## src/sv/hdf_pkg.sv

```systemverilog
// shared types and constants for the heading deviation filter
package hdf_pkg;

	localparam logic [11:0] HEADING_MAX = 12'd3599;

	// divide by 15 as multiply by ceil(2^18 / 15) and shift
	localparam logic [14:0] DIV15_RECIP = 15'd17477;

	localparam logic [7:0] HEADING_UNSET = 8'd240;
	localparam logic [7:0] TARGET_RESET = 8'd255;

	localparam logic signed [9:0] TURN_UNITS = 10'sd240;
	localparam logic signed [9:0] HALF_TURN = 10'sd120;
	localparam logic signed [9:0] ERR_LIMIT = 10'sd20;

	localparam logic [2:0] REG_COMPASS_GAIN = 3'd0;

	typedef struct packed {
		logic ok;
		logic [7:0] dir;
	} hdf_item_t;

endpackage

```

## src/sv/hdf_intake.sv

```systemverilog
// input register stage: saturates the raw heading and scales it to 240 units per turn
module hdf_intake import hdf_pkg::*; (
	input  logic            clk,
	input  logic            arst_n,
	input  logic            heading_valid,
	output logic            heading_stall,
	input  logic            sensor_ok,
	input  logic [11:0]     heading_raw,
	input  logic            ready,
	output logic            valid_s1,
	output hdf_item_t       item_s1
);

	logic [11:0] raw_sat;
	logic [26:0] prod;

	assign raw_sat = (heading_raw > HEADING_MAX) ? HEADING_MAX : heading_raw;
	assign prod = {15'd0, raw_sat} * {12'd0, DIV15_RECIP};

	assign heading_stall = valid_s1 && !ready;

	always_ff @(posedge clk or negedge arst_n) begin
		if (!arst_n) begin
			valid_s1 <= 1'b0;
		end else if (!heading_stall) begin
			valid_s1 <= heading_valid;
		end
	end

	always_ff @(posedge clk) begin
		if (heading_valid && !heading_stall) begin
			item_s1.ok  <= sensor_ok;
			item_s1.dir <= prod[25:18];
		end
	end

endmodule

```

## src/sv/hdf_core.sv

```systemverilog
// target capture, error wrap and clamp, and the deviation filter state
module hdf_core import hdf_pkg::*; (
	input  logic            clk,
	input  logic            arst_n,
	input  logic            valid_s1,
	input  hdf_item_t       item_s1,
	input  logic [7:0]      gain,
	output logic            ready,
	output logic            result_valid,
	input  logic            result_stall,
	output logic signed [7:0] deviation,
	output logic [7:0]      target_heading
);

	logic [7:0] tgt_q;
	logic [7:0] dev_q;
	logic       valid_q;
	logic       adv;
	logic       capture;
	logic [7:0] tgt_eff;
	logic [7:0] old_dev;
	logic signed [9:0] err_raw;
	logic signed [9:0] err_lo;
	logic signed [9:0] err_wrap;
	logic signed [9:0] err_lim;
	logic signed [10:0] old_ext;
	logic signed [10:0] sum;
	logic [15:0] sum16;
	logic [15:0] scaled;
	logic [23:0] prod;
	logic [7:0] tgt_next;
	logic [7:0] dev_next;

	assign ready = !valid_q || !result_stall;
	assign adv = valid_s1 && ready;

	assign capture = (tgt_q == HEADING_UNSET);
	assign tgt_eff = capture ? item_s1.dir : tgt_q;
	assign old_dev = capture ? 8'd0 : dev_q;

	assign err_raw = $signed({2'b00, tgt_eff}) - $signed({2'b00, item_s1.dir});
	assign err_lo = (err_raw <= -HALF_TURN) ? err_raw + TURN_UNITS : err_raw;
	assign err_wrap = (err_lo > HALF_TURN) ? err_lo - TURN_UNITS : err_lo;
	assign err_lim = (err_wrap > ERR_LIMIT) ? ERR_LIMIT :
		((err_wrap < -ERR_LIMIT) ? -ERR_LIMIT : err_wrap);

	assign old_ext = $signed({{3{old_dev[7]}}, old_dev});
	assign sum = (old_ext <<< 1) + old_ext + $signed({err_lim[9], err_lim});
	assign sum16 = {{5{sum[10]}}, sum};
	assign scaled = {sum16[13:0], 2'b00};
	assign prod = scaled * {8'd0, gain};

	always_comb begin
		tgt_next = tgt_q;
		dev_next = 8'd0;
		if (item_s1.ok) begin
			if (tgt_q > HEADING_UNSET) begin
				tgt_next = tgt_q - 8'd1;
			end else begin
				tgt_next = tgt_eff;
				dev_next = prod[15:8];
			end
		end
	end

	always_ff @(posedge clk or negedge arst_n) begin
		if (!arst_n) begin
			tgt_q   <= TARGET_RESET;
			dev_q   <= 8'd0;
			valid_q <= 1'b0;
		end else begin
			if (ready) begin
				valid_q <= valid_s1;
			end
			if (adv) begin
				tgt_q <= tgt_next;
				dev_q <= dev_next;
			end
		end
	end

	assign result_valid = valid_q;
	assign deviation = $signed(dev_q);
	assign target_heading = tgt_q;

`ifndef ASSERT_OFF
	a_absent_clears: assert property (@(posedge clk) disable iff (!arst_n)
		adv && !item_s1.ok |=> dev_q == 8'd0)
		else $error("deviation not cleared for absent sensor");

	a_countdown_zero: assert property (@(posedge clk) disable iff (!arst_n)
		tgt_q > HEADING_UNSET |-> dev_q == 8'd0)
		else $error("deviation nonzero during countdown");

	a_countdown_falls: assert property (@(posedge clk) disable iff (!arst_n)
		tgt_q > HEADING_UNSET |=> tgt_q <= $past(tgt_q))
		else $error("countdown value rose");

	a_idle_holds: assert property (@(posedge clk) disable iff (!arst_n)
		!adv |=> $stable(tgt_q) && $stable(dev_q))
		else $error("state changed without a beat");
`endif

endmodule

```

## src/sv/heading_deviation_filter.sv

```systemverilog
// Heading deviation filter top level. Each accepted beat is one compass reading;
// it produces exactly one result beat carrying the new signed deviation and the
// stored target (or startup countdown value). One reading can be accepted every
// cycle while results are taken. A reading is accepted into the input register,
// and its result is presented once it has moved on into the deviation and target
// registers. On its way into the input register the heading is saturated and
// scaled by a reciprocal multiply. Between that register and the deviation and
// target registers sit the error wrap and the gain multiply. Those registers
// close the recurrence and drive the result. A stalled result holds the input
// register, so the next reading is stalled in the same cycle.
// compass_gain sits at byte address 0 of the APB port and should be written
// while the block is idle.
module heading_deviation_filter import hdf_pkg::*; (
	input  logic              clk,
	input  logic              arst_n,
	input  logic              psel,
	input  logic              penable,
	input  logic              pwrite,
	input  logic [2:0]        paddr,
	input  logic [31:0]       pwdata,
	output logic [31:0]       prdata,
	output logic              pready,
	input  logic              heading_valid,
	output logic              heading_stall,
	input  logic              sensor_ok,
	input  logic [11:0]       heading_raw,
	output logic              result_valid,
	input  logic              result_stall,
	output logic signed [7:0] deviation,
	output logic [7:0]        target_heading
);

	logic [7:0] gain_q;
	logic       ready;
	logic       valid_s1;
	hdf_item_t  item_s1;

	assign pready = 1'b1;
	assign prdata = (paddr == REG_COMPASS_GAIN) ? {24'd0, gain_q} : 32'd0;

	always_ff @(posedge clk or negedge arst_n) begin
		if (!arst_n) begin
			gain_q <= 8'd0;
		end else if (psel && penable && pwrite && pready && paddr == REG_COMPASS_GAIN) begin
			gain_q <= pwdata[7:0];
		end
	end

	hdf_intake u_intake (
		.clk           (clk),
		.arst_n        (arst_n),
		.heading_valid (heading_valid),
		.heading_stall (heading_stall),
		.sensor_ok     (sensor_ok),
		.heading_raw   (heading_raw),
		.ready         (ready),
		.valid_s1      (valid_s1),
		.item_s1       (item_s1)
	);

	hdf_core u_core (
		.clk            (clk),
		.arst_n         (arst_n),
		.valid_s1       (valid_s1),
		.item_s1        (item_s1),
		.gain           (gain_q),
		.ready          (ready),
		.result_valid   (result_valid),
		.result_stall   (result_stall),
		.deviation      (deviation),
		.target_heading (target_heading)
	);

endmodule
```

## config.mk

```make
export PLATFORM = sky130hd
export DESIGN_NAME = heading_deviation_filter
export DESIGN_NICKNAME = d
export VERILOG_FILES = /design/src/sv/hdf_pkg.sv /design/src/sv/hdf_intake.sv /design/src/sv/hdf_core.sv /design/src/sv/heading_deviation_filter.sv
export SDC_FILE = /design/constraint.sdc
export NUM_CORES = 1
export LEC_CHECK = 0
export BUFFER_PORTS_ARGS = -buffer_cell sky130_fd_sc_hd__buf_2
export CAP_MARGIN = 20
export CORE_UTILIZATION = 30
export CTS_CLUSTER_SIZE = 20
export DETAILED_ROUTE_END_ITERATION = 8
export PLACE_DENSITY_LB_ADDON = 0.08
export SETUP_SLACK_MARGIN = 0.15
export SLEW_MARGIN = 20
export SYNTH_ARGS = -nofsm -noshare
export SYNTH_HDL_FRONTEND = slang
export SYNTH_HIERARCHICAL = 1
export SYNTH_SLANG_ARGS = --single-unit
```

## constraint.sdc

```tcl
create_clock -name clk -period 26.6 [get_ports clk]
set_input_delay 7.98 -clock clk [delete_from_list [all_inputs] [get_ports clk]]
set_output_delay 7.98 -clock clk [all_outputs]
set_load 0.05 [all_outputs]
```

---- Word-level counts from Yosys, hierarchy flattened ----
Index checks and enable logic that the tools add are counted.
storage, ports and cells
  register bits ........................... 35
  logic and storage cells ................. 46
operators by class
  add/subtract/negate cells ............... 6
  $mul .................................... 2
  magnitude comparators ................... 6
  equal/unequal tests ..................... 1
  mux-type cells .......................... 11
  reductions and logical operators ........ 13
operators with widths
  kind                                                                                number
  8-bit two-way mux                                                                   6
  10-bit two-way mux                                                                  4
  12-bit by 15-bit multiplier with 26-bit output (second input constant)              1
  14-bit by 8-bit multiplier with 14-bit output                                       1
  12-bit greater-than comparator (second input constant)                              1
  12-bit two-way mux                                                                  1
  10-bit by 10-bit adder with 11-bit output                                           1
  10-bit by 9-bit adder with 10-bit output (second input constant)                    1
  9-bit by 8-bit adder with 10-bit output                                             1
  10-bit by 6-bit greater-than comparator with 1-bit output (second input constant)   1
  10-bit by 8-bit greater-than comparator with 1-bit output (second input constant)   1
  10-bit by 8-bit less-or-equal comparator with 1-bit output (second input constant)  1
  10-bit by 6-bit < comparator with 1-bit output (second input constant)              1
  10-bit by 9-bit subtractor with 10-bit output (second input constant)               1
  8-bit by 8-bit subtractor with 9-bit output                                         1
  8-bit equality test (second input constant)                                         1
  8-bit greater-than comparator (second input constant)                               1
  8-bit by 1-bit subtractor with 8-bit output (second input constant)                 1
  1-bit logical AND                                                                   6
  1-bit logical NOT                                                                   4
  3-bit logical NOT                                                                   1
  2-bit AND reduction                                                                 1
  1-bit logical OR                                                                    1

---- Longest topological paths before layout ----
Gate-level depths: netlist of the first run.
  word-level depth ........................ 14
  gate-level depth with buffers ........... 54
  mapped depth without buffers ............ 51

---- Hierarchy ----
Netlist of the first run, hierarchy kept.
by module, submodules not included
  module                    times used  cells an instance  area each (um^2)  sequential area each (um^2)
  hdf_core                  1           579                4867.2            435.4
  hdf_intake                1           219                2078.2            295.3
  heading_deviation_filter  1           54                 623.1             200.2

---- Worst setup path after synthesis of the first run ----
Ideal clock, no wire load.
  kind .................................... input-to-output
  start ................................... in paddr[1]
  end ..................................... out prdata[0]
  arrival time ............................ 8.552 ns
  data required time ...................... 18.620 ns
  setup slack ............................. 10.068 ns
  stages on the path ...................... 2
  path buffers ............................ 0
  cells stage by stage .................... nor3_4 > and2_2
on the way
  cells in the longest elaborated chain, start to end .. 2
RTL lines
  element             RTL line                        source
  start: declaration  heading_deviation_filter.sv:19  input logic [2:0] paddr,
  3-bit logical NOT   heading_deviation_filter.sv:39  assign prdata = (paddr == REG_COMPASS_GAIN) ? {24'd0, gain_q} : 32'd0;
  8-bit two-way mux   heading_deviation_filter.sv:39
  end: declaration    heading_deviation_filter.sv:21  output logic [31:0] prdata,
No other way between the ends.

---- Worst setup path in the final report of the first run ----
  start ................................... in paddr[1]
  end ..................................... out prdata[7]
The elaborated chain is that of the path after synthesis.

==> results of run 1 <==
## cell type report
cell class,count,area share
multi-input cells,663,0.722
flip-flops and latches,35,0.113
inverters,126,0.0576
well taps,324,0.0494
repair buffers,59,0.0369
clock buffers,5,0.0152
clock inverters,3,0.00579
## sequential cells by signal, indices dropped and copies added (netlist names)
name,cells
u_intake/item_s1,9
gain_q,8
u_intake/valid_s1,1
u_core/target_heading,8
u_core/result_valid,1
u_core/deviation,8
## critical path: cells and delay by family
kind | cells | cell delay (ps)
AND/OR/NAND/NOR | 2 | 470
buffers and inverters | 2 | 360
## cells by family (layout without fill, tap and decap cells)
group           after synthesis  count (layout)  synth area share
compound gates              157             157             0.152
simple gates                255             255             0.189
xor+xnor                     40              40            0.0501
buf+inv                     177             193             0.106
other cells                   2              25          0.000992
mux                          18              18            0.0293
fa+ha+maj                   168             168             0.349
flops                        35              35             0.123
## synth_stat cells (13+ instances only)
cell type,instances,area share
nand3_1,14,0.0093
buf_4,26,0.026
nor2_1,22,0.011
fa_1,72,0.19
nor3_1,13,0.0086
o21ai_0,18,0.012
dfrtp_1,18,0.060
clkbuf_1,17,0.0084
ha_1,96,0.16
inv_1,126,0.062
and2_1,51,0.042
a21oi_1,29,0.019
xnor2_1,24,0.028
xor2_1,14,0.016
nand2_1,67,0.033
## worst max-delay path by stage
stage,end,cells after the start,start
after global routing,prdata[6],4,paddr[1]
after floorplan,prdata[0],2,paddr[1]
after global placement,prdata[1],4,paddr[1]
final,prdata[7],4,paddr[1]
after detailed placement,prdata[7],4,paddr[1]
after CTS,prdata[7],4,paddr[1]
## layer usage
layer  global-route usage  vias up  part of all wire
met2                0.236       59              0.45
li1                     -     2955                 -
met5                    0        -                 0
met1                0.210     2733              0.52
met3               0.0111        6             0.021
met4               0.0257        0            0.0072
## metrics by stage
stage	cell area, um2	hold WS [ps]	utilization	cells	worst slack [ps]
floorplan	7650	481	-	875	10070
global placement	8040	467	0.328	1207	9800
detailed placement	8040	470	0.328	1207	9790
CTS	8210	480	0.335	1215	9790
global route	8210	490	0.335	1215	9740
finish	8210	478	0.335	1215	9800
==> impl_metrics.env, run 1 <==
export IMPL_outcome="finished, final reports clean"
export IMPL_worstRegToRegCells=46
export IMPL_clk_pin_slew_ps=60
export IMPL_layout_nets=1113
export IMPL_clock_sinks=35
export IMPL_min_delay_start="u_core/target_heading[6]"
export IMPL_tightest_slew_ps=909
export IMPL_syn_area_per_cell_um2=8.88
export IMPL_cts_tree="done"
export IMPL_drc=0
export IMPL_port_buffers=56
export IMPL_ctsHoldBuffers=0
export IMPL_regArea_um2=931
export IMPL_hold_depth=1
export IMPL_skew_ps=7.00
export IMPL_crit_chain="buf_2, nor3_4, and2_2, buf_2"
export IMPL_firstDrtPassIters=4
export IMPL_fp_dieW_um=161
export IMPL_grt_max_degree=27
export IMPL_syn_inst=852
export IMPL_relSlewSlack=0.391
export IMPL_grt_pass1_wl_mm=30.2
export IMPL_wl_per_cell_um=15.1
export IMPL_cts_root_buf="clkbuf_16"
export IMPL_multi_input_area_mm2=0.00592
export IMPL_min_period_ps=16800
export IMPL_yosys_register_bits=35
export IMPL_clock_latency_ps=290
export IMPL_crit_path_frequent_cell="buf_2"
export IMPL_n_fill_cell=2613
export IMPL_post_route_period_util=0.631
export IMPL_pin_count=106
export IMPL_yosys_most_used_dff="dfrtp_1"
export IMPL_synth_edff_count=9
export IMPL_max_stage_delay_ps=280
export IMPL_place_hpwl_mm=15.4
export IMPL_crit_fanout=9
export IMPL_drt_total_wl_mm=18.4
export IMPL_antenna_left=0
export IMPL_yosysWarningCount=6
export IMPL_gp_congestion=0.783
export IMPL_crit_path_end_kind="primary output"
export IMPL_final_layout_size_suffix_gt1_frac=0.131
export IMPL_final_cell_mix="inv_1 (126), ha_1 (96), fa_1 (72), nand2_1 (67), buf_2 (56)"
export IMPL_synth_cell_types=91
export IMPL_die_h_um=161
export IMPL_r2r_end="u_core/deviation[7]"
export IMPL_htreeDepth=2
export IMPL_cts_resized=0
export IMPL_setup_worst_path_class="in -> out"
export IMPL_setup_viol=0
export IMPL_grt_overflow=0
export IMPL_worstPathRequired_ps=18620
export IMPL_hold_path_class="reg -> reg"
export IMPL_drv_slew=0
export IMPL_hold_violations=0
export IMPL_slowest_stage="nor3_4"
export IMPL_antenna_found_initial=0
export IMPL_r2r_start="u_core/target_heading[7]"
export IMPL_drt_iter0_markers=152
export IMPL_vias=5753
export IMPL_first_global_vias=5723
export IMPL_r2r_slack_ps=12500
export IMPL_cp_start_kind="input pin"
export IMPL_numCtsBuffers=5
export IMPL_drv_cap=0
export IMPL_die_area_mm2=0.0259
export IMPL_clockBufferDepth=2
export IMPL_row_count=57
export IMPL_viasPerCell=4.73
export IMPL_netlist_area_mm2=0.00757
export IMPL_ys_seq_area_frac=0.123
export IMPL_grt_util_all_layers=0.145
export IMPL_async_flop_share=0.743
export IMPL_post_cts_buffers=0
export IMPL_coreArea_mm2=0.0245
export IMPL_n_antenna_cell=0
export IMPL_fmax_mhz=59.5
export IMPL_area_growth_pct=8.46
export IMPL_final_common_cell="inv_1"
export IMPL_start_util=0.308
export IMPL_grt_setup_unrepaired="no"
export IMPL_hold_end="u_core/target_heading[6]"
export IMPL_setup_tns_ps=0
export IMPL_crit_arrival_ps=8820
Power of run 1 is not shown: default switching activity piles up to over one toggle a cycle in this logic, so the estimate is an artifact.
==> run 2: changes to the inputs <==
clock period = 14.7 ns   (was 26.6 ns; I/O delays follow)
==> impl_metrics.env, run 2 (synthesized netlist as in run 1, its figures left out) <==
export IMPL_outcome="finished, final reports clean"
export IMPL_critPathBufInv=1
export IMPL_fmax_mhz=74.3
export IMPL_tightest_slew_ps=928
export IMPL_pin_count=106
export IMPL_cts_root_buf="clkbuf_16"
export IMPL_hold_depth=1
export IMPL_hold_violations=0
export IMPL_area_growth_pct=9.08
export IMPL_drt_iter0_markers=212
export IMPL_viasPerCell=4.78
export IMPL_ctsHoldBuffers=0
export IMPL_crit_path_end_kind="register"
export IMPL_clock_latency_ps=290
export IMPL_vias=5838
export IMPL_stdcell_area_mm2=0.00826
export IMPL_worstPathRequired_ps=14880
export IMPL_largest_register="u_intake/item_s1"
export IMPL_first_global_vias=5874
export IMPL_hold_path_class="reg -> reg"
export IMPL_antenna_found_initial=1
export IMPL_final_common_cell="inv_1"
export IMPL_multi_input_area_mm2=0.00593
export IMPL_fp_dieW_um=161
export IMPL_cp_top_family="adder cells"
export IMPL_place_area_mm2=0.00807
export IMPL_coreArea_mm2=0.0245
export IMPL_grt_util_all_layers=0.147
export IMPL_max_stage_delay_ps=690
export IMPL_antenna_left=0
export IMPL_gp_congestion=0.788
export IMPL_setup_worst_path_class="reg -> reg"
export IMPL_start_util=0.308
export IMPL_relSlewSlack=0.379
export IMPL_cp_depth=45
export IMPL_regArea_um2=931
export IMPL_slowest_stage="or4b_4"
export IMPL_post_cts_buffers=0
export IMPL_die_h_um=161
export IMPL_largest_register_ffs=9
export IMPL_grt_setup_unrepaired="no"
export IMPL_drc=0
export IMPL_grt_overflow=0
export IMPL_die_area_mm2=0.0259
export IMPL_htreeDepth=2
export IMPL_cts_resized=0
export IMPL_port_buffers=56
export IMPL_crit_arrival_ps=13640
export IMPL_drv_cap=0
export IMPL_min_period_ps=13460
export IMPL_clk_pin_slew_ps=60
export IMPL_crit_fanout=19
export IMPL_layout_nets=1118
export IMPL_cp_start_kind="register"
export IMPL_grt_max_degree=27
export IMPL_clockBufferDepth=2
export IMPL_final_layout_size_suffix_gt1_frac=0.137
export IMPL_cts_tree="done"
export IMPL_grt_pass1_wl_mm=30.8
export IMPL_setup_viol=0
export IMPL_worstRegToRegCells=45
export IMPL_post_route_period_util=0.915
export IMPL_skew_ps=8.56
export IMPL_clock_sinks=35
export IMPL_drt_total_wl_mm=18.4
export IMPL_numCtsBuffers=5
export IMPL_wl_per_cell_um=15.1
export IMPL_drv_slew=0
export IMPL_row_count=57
export IMPL_final_cell_mix="inv_1 (126), ha_1 (96), fa_1 (72), nand2_1 (67), buf_2 (56)"
export IMPL_place_hpwl_mm=15.5
export IMPL_n_fill_cell=2617
export IMPL_firstDrtPassIters=7
export IMPL_setup_tns_ps=0
==> run 2: cell types whose count changed in the layout (fill, tap and decap cells not counted), sizes merged <==
cell,previous run,this run
buf,59,64
clkinvlp,0,1
clkinv,1,0
diode,0,1
==> run 2: final timing paths <==
path                                                  to  slack [ps]                     start
worst max-delay path                 u_core/deviation[7]        1240  u_core/target_heading[7]
worst min-delay path            u_core/target_heading[5]         480  u_core/target_heading[5]
worst max register to register       u_core/deviation[7]        1240  u_core/target_heading[7]
worst min register to register  u_core/target_heading[5]         480  u_core/target_heading[5]
max in group asynchronous            u_core/deviation[5]       10100                    arst_n
min in group asynchronous                      gain_q[2]        4150                    arst_n
==> run 2: cell type report <==
class	instances	area share
well taps	324	0.0491
multi-input cells	663	0.719
flip-flops and latches	35	0.113
diodes	1	0.000303
inverters	126	0.0573
clock buffers	5	0.0152
repair buffers	64	0.0412
clock inverters	3	0.00561
==> run 2: per-stage QoR <==
stage / utilization / setup WS (ps) / std cells / hold WS (ps)
after global placement: 0.329 / 869 / 1212 / 465
after floorplan: - / 1950 / 875 / 481
final: 0.336 / 1240 / 1221 / 478
after CTS: 0.336 / 918 / 1220 / 477
after global routing: 0.336 / 422 / 1220 / 500
after detailed placement: 0.329 / 1000 / 1212 / 467
==> run 2: routing by layer <==
metal  part of all wire  wire length (um)  vias up  global-route usage
li1                   -                 -     2966                   -
met1               0.51              9410     2789               0.214
met2               0.45              8340       75               0.237
met3              0.029               539        8              0.0173
met4             0.0071               131        0              0.0257
met5                  0                 0        -                   0
Power of run 2 is left out for the same reason.
==> run 3: changes to the inputs <==
CORE_UTILIZATION = 37   (was 30)
SYNTH_HIERARCHICAL = unset   (was 1)
==> impl_metrics.env, run 3 <==
export IMPL_cp_top_family="adder cells"
export IMPL_cp_start_kind="register"
export IMPL_crit_path_end_kind="register"
export IMPL_gp_congestion=0.814
export IMPL_synth_top_family_by_area="adder cells"
export IMPL_vias=5245
export IMPL_clk_pin_slew_ps=60
export IMPL_synth_area_leaders="fa_1 (21%), ha_1 (17%), inv_1 (6.5%)"
export IMPL_hold_path_class="reg -> reg"
export IMPL_fp_dieW_um=139
export IMPL_crit_fanout=20
export IMPL_largest_register_ffs=9
export IMPL_final_cell_mix="inv_1 (121), ha_1 (96), fa_1 (72), nand2_1 (64), buf_2 (56)"
export IMPL_critPathBufInv=4
export IMPL_worstRegToRegCells=46
export IMPL_setup_worst_path_start="u_core.target_heading[4]"
export IMPL_die_area_mm2=0.0194
export IMPL_drc=5
export IMPL_row_count=49
export IMPL_max_stage_delay_ps=560
export IMPL_place_hpwl_mm=13.0
export IMPL_start_util=0.382
export IMPL_syn_inst=775
export IMPL_synth_top_area_frac=0.207
export IMPL_whs_ps=475
export IMPL_yosys_register_bits=35
export IMPL_grt_util_all_layers=0.171
export IMPL_n_antenna_cell=0
export IMPL_antenna_left=0
export IMPL_ys_seq_area_frac=0.134
export IMPL_yosysWarningCount=0
export IMPL_die_h_um=139
export IMPL_cp_depth=46
export IMPL_cts_tree="done"
export IMPL_viasPerCell=5.00
export IMPL_drv_cap=0
export IMPL_yosys_most_used_dff="dfrtp_1"
export IMPL_post_cts_buffers=0
export IMPL_slowest_stage="dfstp_2"
export IMPL_cts_resized=0
export IMPL_cts_root_buf="clkbuf_16"
export IMPL_synth_cell_types=79
export IMPL_setup_tns_ps=0
export IMPL_min_delay_start="u_core.target_heading[5]"
export IMPL_synth_adder_area_share=0.379
export IMPL_drv_slew=0
export IMPL_port_buffers=56
export IMPL_yosysTopAreaCell="fa_1"
export IMPL_first_global_vias=5451
export IMPL_failed_checks="design-rule violations"
export IMPL_grt_max_degree=27
export IMPL_fmax_mhz=77.0
export IMPL_layout_nets=1041
export IMPL_crit_arrival_ps=13170
export IMPL_r2r_slack_ps=1720
export IMPL_hold_violations=0
export IMPL_final_common_cell="inv_1"
export IMPL_post_route_period_util=0.883
export IMPL_yosys_cell_count_top_type="inv_1"
export IMPL_netlist_area_mm2=0.00696
export IMPL_setup_worst_path_class="reg -> reg"
export IMPL_wl_per_cell_um=14.8
export IMPL_synth_edff_count=9
export IMPL_grt_util_met2=0.309
export IMPL_hold_depth=1
export IMPL_relSlewSlack=0.399
export IMPL_hold_end="u_core.target_heading[5]"
export IMPL_setup_viol=0
export IMPL_synthSimpleGateAreaFrac=0.170
export IMPL_min_period_ps=12980
export IMPL_ctsHoldBuffers=0
export IMPL_syn_area_per_cell_um2=8.99
export IMPL_async_flop_share=0.743
export IMPL_tightest_slew_ps=895
export IMPL_crit_path_frequent_cell="fa_1"
export IMPL_htreeDepth=2
export IMPL_clock_sinks=35
export IMPL_coreArea_mm2=0.0182
export IMPL_drt_iter0_markers=188
export IMPL_synth_compound_area_frac=0.130
export IMPL_grt_most_used_layer="met2"
export IMPL_synthXorXnorAreaFrac=0.0591
export IMPL_synth_commonest_cells="inv_1 (121), ha_1 (96), fa_1 (72), nand2_1 (64), and2_1 (51)"
export IMPL_final_layout_size_suffix_gt1_frac=0.121
export IMPL_grt_overflow=0
export IMPL_numCtsBuffers=5
export IMPL_pin_count=106
export IMPL_firstDrtPassIters=8
export IMPL_r2r_start="u_core.target_heading[4]"
export IMPL_area_growth_pct=7.94
export IMPL_clock_latency_ps=290
export IMPL_clockBufferDepth=2
export IMPL_grt_setup_unrepaired="no"
export IMPL_worstPathRequired_ps=14890
export IMPL_drt_total_wl_mm=15.6
export IMPL_grt_pass1_wl_mm=26.8
export IMPL_use_met1=0.221
export IMPL_use_met3=0.0218
export IMPL_outcome="complete, but fails checks"
export IMPL_largest_register="u_intake.item_s1"
export IMPL_r2r_end="u_core.deviation[7]"
export IMPL_skew_ps=8.09
export IMPL_antenna_found_initial=0
export IMPL_muxShareOfSynthArea=0.0232
[run 3: cell types whose count changed in the layout (fill, tap and decap cells not counted), moves of 5 or more]
cell,before,now
nor2_1,22,27
buf_4,8,0
a21oi_1,29,24
a211oi_1,8,2
mux2_4,8,0
o21a_1,5,11
a21o_1,12,7
and2_2,8,0
inv_1,126,121
mux2_2,1,9
nand4_1,9,2
o211ai_1,8,3
[run 3: layer usage]
| metal | vias to the layer above | wire (um) |
|---|---|---|
| met5 | - | 0 |
| met4 | 0 | 109 |
| met3 | 10 | 447 |
| met2 | 107 | 7670 |
| met1 | 2522 | 7330 |
| li1 | 2606 | - |
[run 3: kinds of logic after synthesis]
logic type               count (synthesis)
multiplexers                            15
buffers and inverters                  165
AO/OA/AOI/OAI                          124
AND/OR/NAND/NOR                        224
adder cells (fa/ha/maj)                168
other                                    2
XOR/XNOR                                42
flip-flops                              35
[run 3: worst max-delay path by stage]
stage	end
2_1_floorplan	u_core.deviation[7]
3_3_place_gp	u_core.deviation[7]
3_5_place_dp	u_core.deviation[7]
4_1_cts	u_core.deviation[7]
5_1_grt	u_core.deviation[7]
6_report	u_core.deviation[7]
[run 3: cell type report]
class	count	area (um2)
tap	229	287
inverter	122	458
timing repair buffer	56	280
multi-input combinational	598	5390
clock buffer	5	125
sequential	35	931
clock inverter	3	42.5
fill	1800	10700
[run 3: metrics by stage]
step / std cells / area, um2 / setup WS, ps / util
2_1_floorplan: 798 / 7050 / 3120 / -
3_3_place_gp: 1040 / 7350 / 1730 / 0.404
3_5_place_dp: 1040 / 7350 / 1620 / 0.404
4_1_cts: 1048 / 7520 / 1550 / 0.413
5_1_grt: 1048 / 7520 / 520 / 0.413
6_report: 1048 / 7520 / 1720 / 0.413
Power of run 3 is left out for the same reason.
